## src/hw/rtl/assert_macros.svh

```systemverilog
// Assertion macros shared by the detector's modules.
// Each macro expects signals named clk and rst in the module that uses it.
`ifndef ASSERT_MACROS_SVH
`define ASSERT_MACROS_SVH

// The property must hold at every clock edge outside reset.
`define TED_ASSERT(label, prop, msg) \
  label: assert property (@(posedge clk) disable iff (rst) (prop)) else $error(msg);

// The condition must never be true outside reset.
`define TED_ASSERT_NEVER(label, cond, msg) \
  label: assert property (@(posedge clk) disable iff (rst) !(cond)) else $error(msg);

`endif

```

## src/hw/rtl/ted_pkg.sv

```systemverilog
package ted_pkg;

  // Encoding classes given for a whole file.
  typedef enum logic [2:0] {
    CLASS_UTF8     = 3'd0,
    CLASS_UTF8_BOM = 3'd1,
    CLASS_UTF16LE  = 3'd2,
    CLASS_UTF16BE  = 3'd3,
    CLASS_ANSI     = 3'd4
  } enc_class_t;

  // Allowed range of the next UTF-8 continuation byte.
  typedef enum logic [2:0] {
    RANGE_ANY   = 3'd0,
    RANGE_A0_BF = 3'd1,
    RANGE_80_9F = 3'd2,
    RANGE_90_BF = 3'd3,
    RANGE_80_8F = 3'd4
  } cont_range_t;

  // Byte order mark bytes.
  localparam logic [7:0] BOM_EF = 8'hEF;
  localparam logic [7:0] BOM_BB = 8'hBB;
  localparam logic [7:0] BOM_BF = 8'hBF;
  localparam logic [7:0] BOM_FF = 8'hFF;
  localparam logic [7:0] BOM_FE = 8'hFE;

  // Per-file facts handed from the byte stage to the classifier.
  typedef struct packed {
    logic [23:0] leading_bytes;
    logic        length_odd;
    logic        utf8_invalid;
  } file_flags_t;

endpackage

```

## src/hw/rtl/ted_byte_if.sv

```systemverilog
interface ted_byte_if;
  logic       valid;
  logic       ready;
  logic [7:0] text_byte;
  logic       final_byte;

  modport source(output valid, output text_byte, output final_byte, input ready);
  modport sink(input valid, input text_byte, input final_byte, output ready);
endinterface

```

## src/hw/rtl/ted_class_if.sv

```systemverilog
interface ted_class_if;
  logic       valid;
  logic       ready;
  logic [2:0] encoding_class;

  modport source(output valid, output encoding_class, input ready);
  modport sink(input valid, input encoding_class, output ready);
endinterface

```

## src/hw/rtl/ted_utf8.sv

```systemverilog
`include "assert_macros.svh"

module ted_utf8 (
  input  logic       clk,
  input  logic       rst,
  input  logic       step,
  input  logic [7:0] text_byte,
  input  logic       final_byte,
  output logic       invalid_final
);

  logic [1:0]           cont_left;
  logic [1:0]           cont_left_next;
  ted_pkg::cont_range_t cont_range;
  ted_pkg::cont_range_t cont_range_next;
  logic                 invalid;
  logic                 invalid_next;
  logic [7:0]           range_lo;
  logic [7:0]           range_hi;

  // Bounds of the continuation byte expected next.
  always_comb begin
    range_lo = 8'h80;
    range_hi = 8'hBF;
    case (cont_range)
      ted_pkg::RANGE_A0_BF: range_lo = 8'hA0;
      ted_pkg::RANGE_80_9F: range_hi = 8'h9F;
      ted_pkg::RANGE_90_BF: range_lo = 8'h90;
      ted_pkg::RANGE_80_8F: range_hi = 8'h8F;
      default: ;
    endcase
  end

  // Validator step for one byte; an invalid file stays invalid.
  always_comb begin
    cont_left_next  = cont_left;
    cont_range_next = cont_range;
    invalid_next    = invalid;
    if (!invalid) begin
      if (cont_left != 2'd0) begin
        if (text_byte < range_lo || text_byte > range_hi) begin
          invalid_next = 1'b1;
        end else begin
          cont_left_next  = cont_left - 2'd1;
          cont_range_next = ted_pkg::RANGE_ANY;
        end
      end else begin
        cont_range_next = ted_pkg::RANGE_ANY;
        case (text_byte) inside
          [8'h00:8'h7F]: ;
          [8'hC2:8'hDF]: cont_left_next = 2'd1;
          [8'hE0:8'hEF]: begin
            cont_left_next = 2'd2;
            if (text_byte == 8'hE0) cont_range_next = ted_pkg::RANGE_A0_BF;
            else if (text_byte == 8'hED) cont_range_next = ted_pkg::RANGE_80_9F;
          end
          [8'hF0:8'hF4]: begin
            cont_left_next = 2'd3;
            if (text_byte == 8'hF0) cont_range_next = ted_pkg::RANGE_90_BF;
            else if (text_byte == 8'hF4) cont_range_next = ted_pkg::RANGE_80_8F;
          end
          default: invalid_next = 1'b1;
        endcase
      end
    end
  end

  // A sequence cut off by the end of the file also makes it invalid.
  assign invalid_final = invalid_next | (cont_left_next != 2'd0);

  // Validator state; cleared after the last byte of each file.
  always_ff @(posedge clk) begin
    if (rst) begin
      cont_left  <= 2'd0;
      cont_range <= ted_pkg::RANGE_ANY;
      invalid    <= 1'b0;
    end else if (step) begin
      if (final_byte) begin
        cont_left  <= 2'd0;
        cont_range <= ted_pkg::RANGE_ANY;
        invalid    <= 1'b0;
      end else begin
        cont_left  <= cont_left_next;
        cont_range <= cont_range_next;
        invalid    <= invalid_next;
      end
    end
  end

  // A narrowed range only exists while continuation bytes are expected.
  `TED_ASSERT_NEVER(a_range_without_cont,
    cont_range != ted_pkg::RANGE_ANY && cont_left == 2'd0,
    "continuation range set with no continuation pending")

endmodule

```

## src/hw/rtl/ted_stats.sv

```systemverilog
`include "assert_macros.svh"

module ted_stats #(
  parameter int SAMPLE_LOG2 = 20
) (
  input  logic                   clk,
  input  logic                   rst,
  input  logic                   step,
  input  logic [7:0]             text_byte,
  input  logic                   final_byte,
  output logic [SAMPLE_LOG2:0]   n_final,
  output logic [SAMPLE_LOG2-1:0] nul_even_final,
  output logic [SAMPLE_LOG2-1:0] nul_odd_final,
  output logic                   length_odd_final,
  output logic [23:0]            leading_final
);

  localparam int PosW = SAMPLE_LOG2 + 1;
  localparam int CntW = SAMPLE_LOG2;

  logic [PosW-1:0] byte_position;
  logic [PosW-1:0] byte_position_next;
  logic            length_odd;
  logic [23:0]     leading_bytes;
  logic [23:0]     leading_bytes_next;
  logic [CntW-1:0] nul_even_count;
  logic [CntW-1:0] nul_even_count_next;
  logic [CntW-1:0] nul_odd_count;
  logic [CntW-1:0] nul_odd_count_next;
  logic            in_sample;

  // The position saturates at the sample limit, which is its top bit alone.
  assign in_sample = ~byte_position[PosW-1];

  // Counter and capture updates for one byte.
  always_comb begin
    leading_bytes_next  = leading_bytes;
    nul_even_count_next = nul_even_count;
    nul_odd_count_next  = nul_odd_count;
    if (byte_position == PosW'(0)) leading_bytes_next[7:0]   = text_byte;
    if (byte_position == PosW'(1)) leading_bytes_next[15:8]  = text_byte;
    if (byte_position == PosW'(2)) leading_bytes_next[23:16] = text_byte;
    if (in_sample && text_byte == 8'h00) begin
      if (length_odd) nul_odd_count_next  = nul_odd_count + CntW'(1);
      else            nul_even_count_next = nul_even_count + CntW'(1);
    end
    byte_position_next = in_sample ? byte_position + PosW'(1) : byte_position;
  end

  assign n_final          = byte_position_next;
  assign nul_even_final   = nul_even_count_next;
  assign nul_odd_final    = nul_odd_count_next;
  assign length_odd_final = ~length_odd;
  assign leading_final    = leading_bytes_next;

  // File statistics; cleared after the last byte of each file.
  always_ff @(posedge clk) begin
    if (rst) begin
      byte_position  <= '0;
      length_odd     <= 1'b0;
      leading_bytes  <= '0;
      nul_even_count <= '0;
      nul_odd_count  <= '0;
    end else if (step) begin
      if (final_byte) begin
        byte_position  <= '0;
        length_odd     <= 1'b0;
        leading_bytes  <= '0;
        nul_even_count <= '0;
        nul_odd_count  <= '0;
      end else begin
        byte_position  <= byte_position_next;
        length_odd     <= ~length_odd;
        leading_bytes  <= leading_bytes_next;
        nul_even_count <= nul_even_count_next;
        nul_odd_count  <= nul_odd_count_next;
      end
    end
  end

  // NUL bytes are only counted inside the sample, so never more than the position.
  `TED_ASSERT(a_nul_within_position,
    ({1'b0, nul_even_count} + {1'b0, nul_odd_count}) <= byte_position,
    "NUL counts exceed bytes seen")

  // The last byte of a file leaves the counters clear for the next one.
  `TED_ASSERT(a_clear_after_final,
    step && final_byte |=> byte_position == PosW'(0) && !length_odd,
    "statistics not cleared after the last byte")

endmodule

```

## src/hw/rtl/ted_classify.sv

```systemverilog
module ted_classify #(
  parameter int SAMPLE_LOG2 = 20
) (
  input  logic                   clk,
  input  logic                   rst,
  input  logic                   snap_valid,
  output logic                   snap_ready,
  input  logic [SAMPLE_LOG2:0]   n,
  input  logic [SAMPLE_LOG2-1:0] nul_even,
  input  logic [SAMPLE_LOG2-1:0] nul_odd,
  input  ted_pkg::file_flags_t   flags,
  ted_class_if.source            class_out
);

  localparam int PosW = SAMPLE_LOG2 + 1;

  logic [PosW-1:0]     quarter;
  logic [PosW-1:0]     even_ext;
  logic [PosW-1:0]     odd_ext;
  logic [PosW-1:0]     even_twice;
  logic [PosW-1:0]     odd_twice;
  logic [7:0]          b0;
  logic [7:0]          b1;
  logic [7:0]          b2;
  logic                n_ge2;
  logic                n_ge3;
  logic                n_ge4;
  logic                utf16_ok;
  ted_pkg::enc_class_t cls;
  logic                out_valid;
  ted_pkg::enc_class_t out_class;

  assign b0 = flags.leading_bytes[7:0];
  assign b1 = flags.leading_bytes[15:8];
  assign b2 = flags.leading_bytes[23:16];

  assign n_ge2 = |n[PosW-1:1];
  assign n_ge4 = |n[PosW-1:2];
  assign n_ge3 = n_ge4 | (n[1:0] == 2'b11);

  // NUL-count ratios for the markless UTF-16 test.
  assign quarter    = n >> 2;
  assign even_ext   = {1'b0, nul_even};
  assign odd_ext    = {1'b0, nul_odd};
  assign even_twice = {nul_even, 1'b0};
  assign odd_twice  = {nul_odd, 1'b0};
  assign utf16_ok   = n_ge4 && !flags.length_odd;

  // Rules in priority order: marks, then NUL pattern, then UTF-8 validity.
  always_comb begin
    if (n_ge3 && b0 == ted_pkg::BOM_EF && b1 == ted_pkg::BOM_BB && b2 == ted_pkg::BOM_BF)
      cls = ted_pkg::CLASS_UTF8_BOM;
    else if (n_ge2 && b0 == ted_pkg::BOM_FF && b1 == ted_pkg::BOM_FE)
      cls = ted_pkg::CLASS_UTF16LE;
    else if (n_ge2 && b0 == ted_pkg::BOM_FE && b1 == ted_pkg::BOM_FF)
      cls = ted_pkg::CLASS_UTF16BE;
    else if (utf16_ok && odd_ext >= quarter && odd_ext > even_twice)
      cls = ted_pkg::CLASS_UTF16LE;
    else if (utf16_ok && even_ext >= quarter && even_ext > odd_twice)
      cls = ted_pkg::CLASS_UTF16BE;
    else if (!flags.utf8_invalid)
      cls = ted_pkg::CLASS_UTF8;
    else
      cls = ted_pkg::CLASS_ANSI;
  end

  // Result register; it takes a new snapshot whenever it is empty or being read.
  assign snap_ready = !out_valid || class_out.ready;

  always_ff @(posedge clk) begin
    if (rst) begin
      out_valid <= 1'b0;
    end else if (snap_ready) begin
      out_valid <= snap_valid;
    end
  end

  always_ff @(posedge clk) begin
    if (snap_ready && snap_valid) begin
      out_class <= cls;
    end
  end

  assign class_out.valid          = out_valid;
  assign class_out.encoding_class = out_class;

endmodule

```

## src/hw/rtl/text_encoding_detector.sv

```systemverilog
// Text encoding detector: one byte is accepted per cycle, back to back, unless
// a finished file is stuck in the snapshot register. Each byte updates the
// counters and the UTF-8 validator. After the last byte of a file is accepted,
// its facts go to the snapshot register and its class to the result register;
// the next file may start at once. Synchronous active-high reset clears all
// per-file state and empties the pipeline; no clearing pass is needed.
`include "assert_macros.svh"

module text_encoding_detector #(
  parameter int SAMPLE_LOG2 = 20
) (
  input  logic         clk,
  input  logic         rst,
  ted_byte_if.sink     byte_in,
  ted_class_if.source  class_out
);

  localparam int PosW = SAMPLE_LOG2 + 1;
  localparam int CntW = SAMPLE_LOG2;

  logic                 accept;
  logic                 snap_ready;
  logic                 snap_valid;
  logic [PosW-1:0]      n_final;
  logic [CntW-1:0]      nul_even_final;
  logic [CntW-1:0]      nul_odd_final;
  logic                 length_odd_final;
  logic [23:0]          leading_final;
  logic                 invalid_final;
  logic [PosW-1:0]      snap_n;
  logic [CntW-1:0]      snap_even;
  logic [CntW-1:0]      snap_odd;
  ted_pkg::file_flags_t snap_flags;

  // A byte can enter unless a finished file is stuck in the snapshot register.
  assign byte_in.ready = !snap_valid || snap_ready;
  assign accept        = byte_in.valid && byte_in.ready;

  ted_stats #(
    .SAMPLE_LOG2(SAMPLE_LOG2)
  ) u_stats (
    .clk              (clk),
    .rst              (rst),
    .step             (accept),
    .text_byte        (byte_in.text_byte),
    .final_byte       (byte_in.final_byte),
    .n_final          (n_final),
    .nul_even_final   (nul_even_final),
    .nul_odd_final    (nul_odd_final),
    .length_odd_final (length_odd_final),
    .leading_final    (leading_final)
  );

  ted_utf8 u_utf8 (
    .clk           (clk),
    .rst           (rst),
    .step          (accept),
    .text_byte     (byte_in.text_byte),
    .final_byte    (byte_in.final_byte),
    .invalid_final (invalid_final)
  );

  // Snapshot of a finished file's statistics.
  always_ff @(posedge clk) begin
    if (rst) begin
      snap_valid <= 1'b0;
    end else if (accept && byte_in.final_byte) begin
      snap_valid <= 1'b1;
    end else if (snap_ready) begin
      snap_valid <= 1'b0;
    end
  end

  always_ff @(posedge clk) begin
    if (accept && byte_in.final_byte) begin
      snap_n                   <= n_final;
      snap_even                <= nul_even_final;
      snap_odd                 <= nul_odd_final;
      snap_flags.leading_bytes <= leading_final;
      snap_flags.length_odd    <= length_odd_final;
      snap_flags.utf8_invalid  <= invalid_final;
    end
  end

  ted_classify #(
    .SAMPLE_LOG2(SAMPLE_LOG2)
  ) u_classify (
    .clk        (clk),
    .rst        (rst),
    .snap_valid (snap_valid),
    .snap_ready (snap_ready),
    .n          (snap_n),
    .nul_even   (snap_even),
    .nul_odd    (snap_odd),
    .flags      (snap_flags),
    .class_out  (class_out)
  );

  // Every last byte of a file produces a pending snapshot.
  `TED_ASSERT(a_final_makes_snapshot,
    accept && byte_in.final_byte |=> snap_valid,
    "last byte accepted without a snapshot")

  // A snapshot always covers at least one byte.
  `TED_ASSERT_NEVER(a_empty_snapshot,
    snap_valid && snap_n == PosW'(0),
    "snapshot holds a file of no bytes")

endmodule

```

## src/flat_wrapper.sv

```systemverilog
// flat-port wrapper written by rule: the top's interface ports become plain ports
module text_encoding_detector_flat 
#(
  parameter int SAMPLE_LOG2 = 20
)
  (clk, rst, byte_in_valid, byte_in_text_byte, byte_in_final_byte, byte_in_ready, class_out_valid, class_out_encoding_class, class_out_ready);
  ted_byte_if byte_in_i ();
  ted_class_if class_out_i ();
  input  logic clk;
  input  logic rst;
  input wire logic [$bits(byte_in_i.valid)-1:0] byte_in_valid;
  input wire logic [$bits(byte_in_i.text_byte)-1:0] byte_in_text_byte;
  input wire logic [$bits(byte_in_i.final_byte)-1:0] byte_in_final_byte;
  output wire logic [$bits(byte_in_i.ready)-1:0] byte_in_ready;
  output wire logic [$bits(class_out_i.valid)-1:0] class_out_valid;
  output wire logic [$bits(class_out_i.encoding_class)-1:0] class_out_encoding_class;
  input wire logic [$bits(class_out_i.ready)-1:0] class_out_ready;
  assign byte_in_i.valid = byte_in_valid;
  assign byte_in_i.text_byte = byte_in_text_byte;
  assign byte_in_i.final_byte = byte_in_final_byte;
  assign byte_in_ready = byte_in_i.ready;
  assign class_out_valid = class_out_i.valid;
  assign class_out_encoding_class = class_out_i.encoding_class;
  assign class_out_i.ready = class_out_ready;
  text_encoding_detector #(.SAMPLE_LOG2(SAMPLE_LOG2)) u_core (.clk(clk), .rst(rst), .byte_in(byte_in_i), .class_out(class_out_i));
endmodule
```

## config.mk

```make
export PLATFORM = sky130hd
export DESIGN_NAME = text_encoding_detector_flat
export DESIGN_NICKNAME = d
export VERILOG_FILES = /design/src/hw/rtl/ted_pkg.sv /design/src/hw/rtl/ted_byte_if.sv /design/src/hw/rtl/ted_class_if.sv /design/src/hw/rtl/ted_utf8.sv /design/src/hw/rtl/ted_stats.sv /design/src/hw/rtl/ted_classify.sv /design/src/hw/rtl/text_encoding_detector.sv /design/src/flat_wrapper.sv
export VERILOG_INCLUDE_DIRS = /design/src /design/src/hw/rtl
export SDC_FILE = /design/constraint.sdc
export NUM_CORES = 1
export LEC_CHECK = 0
export BUFFER_PORTS_ARGS = -buffer_cell sky130_fd_sc_hd__buf_4
export CORE_ASPECT_RATIO = 2
export CORE_MARGIN = 10
export CORE_UTILIZATION = 55
export DETAILED_ROUTE_END_ITERATION = 10
export PLACE_DENSITY = 0.83
export SKIP_CTS_REPAIR_TIMING = 1
export SLEW_MARGIN = 20
export SYNTH_ARGS = -nofsm -noshare
export SYNTH_HDL_FRONTEND = slang
export SYNTH_SLANG_ARGS = --single-unit
```

## constraint.sdc

```tcl
create_clock -name clk -period 5.2 [get_ports clk]
set_input_delay 0.26 -clock clk [delete_from_list [all_inputs] [get_ports clk]]
set_output_delay 0.26 -clock clk [all_outputs]
set_load 0.02 [all_outputs]
```

# After elaboration in Yosys (flattened, before gate mapping)
# Cells that the tools add are included.
dict set report word_totals {
  reg_bits 184
  output_inout_bits 5
  elab_cells 145
}
dict set report op_classes {
  n_addsub 4
  n_lt_le_gt_ge 14
  n_eq_ne 20
  muxes 50
  bitwise 4
  reduce_logical 35
}
# op count
set ops {}
lappend ops {{$mux 20} 6}
lappend ops {{$eq 8x8->1 const B} 11}
lappend ops {{$gt 20x21->1} 2}
lappend ops {{$mux 21} 2}
lappend ops {{$add 20x1->20 const B} 2}
lappend ops {{$ge 20x19->1} 2}
lappend ops {{$mux 3} 11}
lappend ops {{$mux 2} 14}
lappend ops {{$ge 8x8->1 const B} 3}
lappend ops {{$le 8x8->1 const B} 3}
lappend ops {{$mux 24} 1}
lappend ops {{$mux 8} 3}
lappend ops {{$pmux 6 s2} 2}
lappend ops {{$add 21x1->21 const B} 1}
lappend ops {{$eq 21x1->1 const B} 1}
lappend ops {{$eq 21x2->1 const B} 1}
lappend ops {{$logic_not 21->1} 1}
lappend ops {{$logic_and 1x1->1} 20}
lappend ops {{$reduce_or 20->1} 1}
lappend ops {{$reduce_or 19->1} 1}
lappend ops {{$mux 1} 11}
lappend ops {{$ge 8x1->1 const B} 1}
lappend ops {{$gt 8x8->1} 1}
lappend ops {{$le 8x7->1 const B} 1}
lappend ops {{16 further kinds} 25}

# Depth between registers and ports, before layout
# Gate-level depths: netlist (run 1).
dict set report depth {
  word_depth 10
  mapped_depth 10
}

# Modules after synthesis
# Synthesis (run 1) repeated with hierarchy kept, for this count alone.
dict set report unflattened {
  hier_cells 1079
  hier_area_um2 10679.0
}
# module n_inst cells_each area_per_inst_um2
set by_module_without_submodules {}
lappend by_module_without_submodules {ted_stats 1 611 5158.7}
lappend by_module_without_submodules {text_encoding_detector 1 93 2680.1}
lappend by_module_without_submodules {ted_classify 1 296 2230.9}
lappend by_module_without_submodules {ted_utf8 1 79 609.3}

# Least setup slack after synthesis (run 1)
# No wires, ideal clock.
dict set report synth_timing {
  path_type {register to register}
  from {register u_core.u_classify.out_valid, in the netlist u_core.u_classify.class_out.valid}
  to {register u_core.snap_even[0], enable pin}
  t_arrival_ps 4895
  required_time_ps 4665
  path_slack_ps -230
  path_stages_with_launch 7
  n_path_buf 2
  period_less_slack_ps 5430
  cell_sequence {dfxtp_1 -> nor2b_1 -> nand2_1 -> nand2_1 -> clkbuf_1 -> clkbuf_1 -> nor2_1}
}
dict set report synth_between {
  elab_chain_len 5
}
# element line
set synth_rtl {}
lappend synth_rtl {{from (decl)} ted_classify.sv:30} ;# logic out_valid;
lappend synth_rtl {{from (signal assigned)} ted_classify.sv:74} ;# out_valid <= snap_valid;
lappend synth_rtl {{$logic_not 1->1} ted_classify.sv:68} ;# assign snap_ready = !out_valid || class_out.ready;
lappend synth_rtl {{$logic_or 1x1->1} ted_classify.sv:68}
lappend synth_rtl {{$logic_or 1x1->1} text_encoding_detector.sv:36} ;# assign byte_in.ready = !snap_valid || snap_ready;
lappend synth_rtl {{named net byte_in_ready} flat_wrapper.sv:14} ;# output wire logic [$bits(byte_in_i.ready)-1:0] byte_in_ready;
lappend synth_rtl {{$logic_and 1x1->1} text_encoding_detector.sv:37} ;# assign accept = byte_in.valid && byte_in.ready;
lappend synth_rtl {{$logic_and 1x1->1} text_encoding_detector.sv:75} ;# if (accept && byte_in.final_byte) begin
lappend synth_rtl {{to (signal assigned)} text_encoding_detector.sv:77} ;# snap_even <= nul_even_final;
lappend synth_rtl {{to (decl)} text_encoding_detector.sv:31} ;# logic [CntW-1:0] snap_even;
# The timed path passes the listed nets, and every way through them passes these cells.
# A chain may end at the register's enable or synchronous reset.

# Worst setup path in the final report (run 1)
dict set report layout_timing {
  from {register u_core.u_stats.byte_position[20]}
  to {register u_core.u_stats.leading_bytes[2]}
}
dict set report layout_between {
  elab_chain_len 3
}
# element line
set layout_rtl {}
lappend layout_rtl {{from (decl)} ted_stats.sv:21} ;# logic [PosW-1:0] byte_position;
lappend layout_rtl {{from (signal assigned)} ted_stats.sv:72} ;# byte_position <= byte_position_next;
lappend layout_rtl {{$logic_not 21->1} ted_stats.sv:40} ;# if (byte_position == PosW'(0)) leading_bytes_next[7:0] = text_byte;
lappend layout_rtl {{$mux 8} ted_stats.sv:40}
lappend layout_rtl {{$mux 24} ted_stats.sv:65} ;# if (final_byte) begin
lappend layout_rtl {{to (signal assigned)} ted_stats.sv:74} ;# leading_bytes <= leading_bytes_next;
lappend layout_rtl {{to (decl)} ted_stats.sv:24} ;# logic [23:0] leading_bytes;
# No other way between the ends.

==> flow_metrics.env, run 1 <==
export IMPL_drt_iter0_markers=678
export IMPL_netlist_area_sq_um=10400
export IMPL_synthAdderAreaFrac=0.104
export IMPL_rr_endpoint="u_core.u_stats.leading_bytes[2]"
export IMPL_grt_total_usage=0.223
export IMPL_cp_slowest_cell="nor4_1"
export IMPL_vias=8317
export IMPL_area_growth_pct=8.67
export IMPL_via_per_inst=6.14
export IMPL_seq_power_share=0.508
export IMPL_grt_overflow_total=0
export IMPL_p_comb_frac=0.070
export IMPL_seq_area_frac_synth=0.441
export IMPL_drc=0
export IMPL_synth_edf_count=90
export IMPL_fmax_mhz=347
export IMPL_required_ps=5590
export IMPL_portBuffers=17
export IMPL_grt_pass1_vias=8587
export IMPL_synth_top_area_share=0.260
export IMPL_synthXorXnorAreaFrac=0.0497
export IMPL_dieArea_sq_um=25100
export IMPL_cts_sinks=184
export IMPL_drive_above_1_share=0.0855
export IMPL_slew_viol_final=0
export IMPL_wl_met1_mm=9.07
export IMPL_synth_top_area_cell="edfxtp_1"
export IMPL_yosys_warnings=0
export IMPL_cts_buffers=17
export IMPL_ios=18
export IMPL_r2r_setup_slack_ps=2320
export IMPL_routed_wl_met2_mm=15.0
export IMPL_die_h_um=214
export IMPL_rsz0062_at_grt="no"
export IMPL_leakagePower_uw=0.00442
export IMPL_avgSynthCellArea_sq_um=9.54
export IMPL_clock_tree_root_cell="clkbuf_16"
export IMPL_setup_viol=0
export IMPL_hold_viol=0
export IMPL_synth_common_cells="106 x nor2_1, 94 x dfxtp_1, 90 x edfxtp_1, 86 x ha_1, 85 x nand2_1"
export IMPL_power_density_nw_per_um2=273
export IMPL_wl_per_cell_um=20.1
export IMPL_synth_seq_cells=184
export IMPL_hold_path_class="input port to flip-flop"
export IMPL_fillerInstances=1539
export IMPL_ys_types=73
export IMPL_crit_start="u_core.u_stats.byte_position[20]"
export IMPL_power_switching_uw=798
export IMPL_crit_type="flip-flop to flip-flop"
export IMPL_die_w_um=117
export IMPL_drtPass1Iterations=5
export IMPL_insertion_delay_ps=450
export IMPL_power_uw=3080
export IMPL_syn_nets=1189
export IMPL_clockPowerShare=0.423
export IMPL_rr_worst_depth=7
export IMPL_dp_hpwl_mm=20.2
export IMPL_placeableCoreArea_sq_um=18700
export IMPL_synth_top_family_by_area="simple AND/OR/NAND/NOR gates"
export IMPL_ant_nets=0
export IMPL_finalCriticalPeriod_ps=2880
export IMPL_cp_slowest_stage_delay_ps=610
export IMPL_instances_no_fill=1354
export IMPL_finalSetupTns_ps=0
export IMPL_crit_path_end="u_core.u_stats.leading_bytes[2]"
export IMPL_antenna_found_initial=0
export IMPL_grt_max_degree=51
export IMPL_route_met3_wl_um=953
export IMPL_muxShareOfSynthArea=0.0184
export IMPL_synth_compound_area_frac=0.150
export IMPL_maxCapViolCount=0
export IMPL_p_int_uw=2280
export IMPL_cp_end_kind="flip-flop"
export IMPL_wirelength_mm=27.2
export IMPL_cts_tree="done"
export IMPL_sw_frac_of_total=0.259
export IMPL_path_cells="nor4_1, nand4_1, nor4_1, nand2_1, nor2_1, a22oi_1, nor2_1"
export IMPL_tightest_slew_ps=1220
export IMPL_antenna_cells=0
export IMPL_synth_simple_area_share=0.190
export IMPL_crit_path_start_kind="flip-flop"
export IMPL_nets=1185
export IMPL_finalCritPeriodShare=0.555
export IMPL_synth_most_common_cell="nor2_1"
export IMPL_vdd_drop_max_v=0.000329
export IMPL_initial_core_util=0.555
export IMPL_place_detailed_instances=1322
export IMPL_relSlewSlack=0.180
export IMPL_status="finished, final reports clean"
export IMPL_worstReg2RegStart="u_core.u_stats.byte_position[20]"
export IMPL_cts_buffer_depth=2
export IMPL_grt_pass1_wl_mm=43.3
export IMPL_synth_area_leaders="edfxtp_1 26%, dfxtp_1 18%, ha_1 10%, nor2_1 3.8%, xnor2_1 3.5%"
export IMPL_cts_reportedPaths_clkPinSlew_ps=70
export IMPL_h_tree_depth=4
export IMPL_num_rows=71
export IMPL_top_layer_used="met4"
export IMPL_place_gp_congestion=0.941
export IMPL_arrival_ps=3270
export IMPL_syn_inst=1090
export IMPL_clock_skew_ps=10.3
export IMPL_ys_async_sr_fraction=0
export IMPL_ys_flop_type="dfxtp_1"
export IMPL_worstPathMaxFanout=13
-- layout make-up --
class                           instances  area, sq um  share of cell area
Clock buffer                           18          450              0.0399
Clock inverter                         14          148              0.0131
Inverter                               76          285              0.0253
Multi-Input combinational cell        783         5330               0.472
Sequential cell                       184         4580               0.406
Tap cell                              255          319              0.0282
Timing Repair Buffer                   24          180              0.0160
-- critical path: cells and delay by family (launching register included) --
family          cells  cell delay [ps]
flops               1              530
simple gates        6             2140
compound gates      1              140
-- layout by cell type, fill, tap and decap left out, types with 24 or more instances in the layout --
cell / Yosys / final
nor2_1: 106 / 104
dfxtp_1: 94 / 94
edfxtp_1: 90 / 90
ha_1: 86 / 86
nand2_1: 85 / 85
inv_1: 75 / 75
a21oi_1: 69 / 69
o21ai_0: 67 / 67
xnor2_1: 41 / 41
a22oi_1: 41 / 41
nand3_1: 28 / 28
buf_4: 2 / 24
-- registers in the layout (all words and copies together) (netlist names), 20 cells and up --
name                           count
u_core.u_stats.byte_position      21
u_core.snap_flags                 26
u_core.snap_n                     21
u_core.u_stats.leading_bytes      24
u_core.u_stats.nul_even_count     20
u_core.u_stats.nul_odd_count      20
u_core.snap_even                  20
u_core.snap_odd                   20
-- routing by layer --
layer / GRT usage / vias up
met5: 0 / -
met4: 0.190 / 0
met3: 0.0415 / 117
met2: 0.400 / 280
met1: 0.203 / 3973
li1: - / 3947
-- worst min-delay path by stage --
| stage | start | to | slack [ps] | depth (start not counted) |
|---|---|---|---|---|
| after floorplan | byte_in_valid | u_core.snap_valid | 410 | 2 |
| after global placement | u_core.u_stats.nul_odd_count[17] | u_core.u_stats.nul_odd_count[17] | 440 | 2 |
| after detailed placement | u_core.u_stats.nul_odd_count[17] | u_core.u_stats.nul_odd_count[17] | 450 | 2 |
| after CTS | byte_in_valid | u_core.snap_valid | 70 | 3 |
| after global routing | byte_in_valid | u_core.snap_valid | 90 | 3 |
| final | byte_in_valid | u_core.snap_valid | 80 | 3 |
-- cells by family (layout without fill, tap and decap cells) --
| family | count (synthesis) | in the layout |
|---|---|---|
| fa+ha+maj | 86 | 86 |
| mux | 17 | 17 |
| compound gates | 250 | 250 |
| simple gates | 371 | 371 |
| buf+inv | 123 | 132 |
| xor+xnor | 59 | 59 |
| flops | 184 | 184 |
-- per-stage QoR --
stage          worst slack (ps)  hold slack (ps)   util  instance area, sq um
2_1_floorplan              1250              409      -                 10400
3_3_place_gp               2450              441  0.571                 10700
3_5_place_dp               2390              445  0.571                 10700
4_1_cts                    2390             65.1  0.602                 11300
5_1_grt                    2110             94.5  0.603                 11300
6_report                   2320             77.8  0.603                 11300
-- power by group through the flow --
stage               combinational [uW]  sequential [uW]  clock, uW
finish                             215             1560       1300
global route                       235             1570       1360
CTS                                212             1560       1310
detailed placement                 210             1600          0
global placement                   205             1590          0
floorplan                          139             1590          0
No activity file was read; power rests on OpenSTA's default activity.
==> run 2: changes to the inputs <==
--- a/config.mk
+++ b/config.mk
@@ -11,7 +11,7 @@
 export CORE_MARGIN = 10
 export CORE_UTILIZATION = 55
 export DETAILED_ROUTE_END_ITERATION = 10
-export PLACE_DENSITY = 0.83
+export PLACE_DENSITY = 0.8
 export SKIP_CTS_REPAIR_TIMING = 1
 export SLEW_MARGIN = 20
 export SYNTH_ARGS = -nofsm -noshare
==> constraint.sdc (replaced) <==
create_clock -name clk -period 2.9 [get_ports clk]
set_input_delay 0.145 -clock clk [delete_from_list [all_inputs] [get_ports clk]]
set_output_delay 0.145 -clock clk [all_outputs]
set_load 0.02 [all_outputs]
==> run 2 against run 1 <==
Sequential share of layout area fell by 0.74 points. First-iteration DRC count fell by 5.9%. Combinational power rose by 87%. Clock power rose by 75%. Total power rose by 78%. Maximum frequency rose by 1.1%. Utilization rose by 1.1 points.
==> flow_metrics.env, run 2 (same netlist as run 1, synthesis figures left out) <==
export IMPL_status="finished, final reports clean"
export IMPL_area_growth_pct=10.7
export IMPL_rr_worst_depth=8
export IMPL_cts_reportedPaths_clkPinSlew_ps=70
export IMPL_vias=8408
export IMPL_power_density_nw_per_um2=476
export IMPL_leakagePower_uw=0.00456
export IMPL_grt_pass1_wl_mm=43.5
export IMPL_placeableCoreArea_sq_um=18700
export IMPL_required_ps=3090
export IMPL_top_regs="u_core.snap_flags (26), u_core.u_stats.leading_bytes (24)"
export IMPL_insertion_delay_ps=440
export IMPL_drive_above_1_share=0.106
export IMPL_cp_slowest_cell="or4_1"
export IMPL_r2r_setup_slack_ps=50
export IMPL_grt_max_degree=55
export IMPL_via_per_inst=6.09
export IMPL_num_rows=71
export IMPL_cts_buffer_depth=2
export IMPL_place_gp_congestion=0.965
export IMPL_top_register="u_core.snap_flags"
export IMPL_place_area_sq_um=10900
export IMPL_drc=0
export IMPL_worstPathBufferInverterCount=0
export IMPL_grt_total_usage=0.229
export IMPL_wirelength_mm=28.4
export IMPL_fillerInstances=1553
export IMPL_drt_iter0_markers=638
export IMPL_cts_sinks=184
export IMPL_wl_per_cell_um=20.6
export IMPL_holdCritStartpoint="class_out_ready"
export IMPL_path_cells="ha_1, nand4b_1, or4_1, or3_1, o221ai_1, o311a_1, a21oi_1, and4_1"
export IMPL_final_common_cell="nor2_1"
export IMPL_rsz0062_at_grt="no"
export IMPL_dp_hpwl_mm=21.8
export IMPL_whs_endpoint="u_core.u_classify.class_out.valid"
export IMPL_ant_nets=0
export IMPL_finalSetupTns_ps=0
export IMPL_cts_tree="done"
export IMPL_holdWs_ps=28.6
export IMPL_power_switching_uw=1300
export IMPL_portBuffers=17
export IMPL_crit_path_start_kind="flip-flop"
export IMPL_finalCriticalPeriod_ps=2850
export IMPL_largest_register_ffs=26
export IMPL_clock_tree_root_cell="clkbuf_16"
export IMPL_h_tree_depth=4
export IMPL_cts_buffers=17
export IMPL_finalInstanceArea_sq_um=11500
export IMPL_final_cell_mix="105 x nor2_1, 94 x dfxtp_1, 90 x edfxtp_1, 86 x ha_1, 84 x nand2_1"
export IMPL_worstReg2RegStart="u_core.snap_odd[18]"
export IMPL_nets=1212
export IMPL_arrival_ps=3050
export IMPL_slew_viol_final=0
export IMPL_antenna_cells=0
export IMPL_clock_skew_ps=8.96
export IMPL_seq_power_share=0.513
export IMPL_tightest_slew_ps=1150
export IMPL_cp_slowest_stage_delay_ps=480
export IMPL_ios=18
export IMPL_rr_endpoint="u_core.u_classify.class_out.encoding_class[2]"
export IMPL_worstPathMaxFanout=3
export IMPL_relSlewSlack=0.229
export IMPL_antenna_found_initial=0
export IMPL_cp_end_kind="flip-flop"
export IMPL_p_int_uw=4180
export IMPL_die_w_um=117
export IMPL_hold_path_class="input port to flip-flop"
export IMPL_die_h_um=214
export IMPL_grt_pass1_vias=8154
export IMPL_grt_overflow_total=0
export IMPL_p_comb_frac=0.073
export IMPL_initial_core_util=0.555
export IMPL_power_uw=5480
export IMPL_sw_frac_of_total=0.237
export IMPL_hold_viol=0
export IMPL_setup_viol=0
export IMPL_clockPowerShare=0.414
export IMPL_maxCapViolCount=0
export IMPL_drtPass1Iterations=6
export IMPL_whs_path_depth=4
export IMPL_crit_type="flip-flop to flip-flop"
export IMPL_finalCritPeriodShare=0.984
export IMPL_dieArea_sq_um=25100
export IMPL_critical_path_top_delay_family="simple AND/OR/NAND/NOR gates"
export IMPL_vdd_drop_max_v=0.000626
export IMPL_fmax_mhz=350
-- run 2: worst reg2reg max path: stages (launching register included) --
cell and delay [ps]:
edfxtp_1 420, ha_1 330, nand4b_1 200, or4_1 490
or3_1 420, o221ai_1 210, o311a_1 240, a21oi_1 90
and4_1 220
-- run 2: how the worst max path moves through the flow --
stage | startpoint | to | slack [ps] | depth (start not counted)
after floorplan | u_core.u_classify.class_out.valid | u_core.snap_even[0] | 20 | 6
after global placement | u_core.snap_even[18] | u_core.u_classify.class_out.encoding_class[2] | 190 | 9
after detailed placement | u_core.snap_odd[18] | u_core.u_classify.class_out.encoding_class[2] | 90 | 8
after CTS | u_core.snap_odd[18] | u_core.u_classify.class_out.encoding_class[2] | 70 | 8
after global routing | u_core.snap_even[18] | u_core.u_classify.class_out.encoding_class[2] | 4 | 9
final | u_core.snap_odd[18] | u_core.u_classify.class_out.encoding_class[2] | 50 | 8
-- run 2: cell type report --
| class | count | area [sq um] | share of cell area |
|---|---|---|---|
| clock inverters | 7 | 52.6 | 0.00457 |
| well taps | 255 | 319 | 0.0277 |
| clock buffers | 25 | 528 | 0.0459 |
| multi-input cells | 783 | 5340 | 0.464 |
| repair buffers | 51 | 398 | 0.0346 |
| flip-flops and latches | 184 | 4580 | 0.399 |
| inverters | 76 | 285 | 0.0248 |
-- run 2: metal layers --
layer  routed length [um]  vias up  GRT usage  share of wire
li1                     -     3998          -              -
met1                 9140     4016      0.201           0.32
met2                16000      290      0.432           0.56
met3                  937      104     0.0367          0.033
met4                 2270        0      0.175          0.080
met5                    0        -          0              0
-- run 2: metrics by stage --
stage                util  worst slack (ps)  instances
floorplan               -              15.4       1090
global placement    0.581               186       1347
detailed placement  0.581              90.6       1347
CTS                 0.612              74.1       1379
global route        0.614              4.27       1381
finish              0.614              46.4       1381
-- run 2: power groups by stage --
stage | Sequential (uW) | Combinational [uW] | Clock [uW]
6_report | 2810 | 403 | 2270
5_1_grt | 2810 | 440 | 2380
4_1_cts | 2810 | 398 | 2280
3_5_place_dp | 2870 | 394 | 0
3_3_place_gp | 2860 | 386 | 0
2_1_floorplan | 2850 | 251 | 0
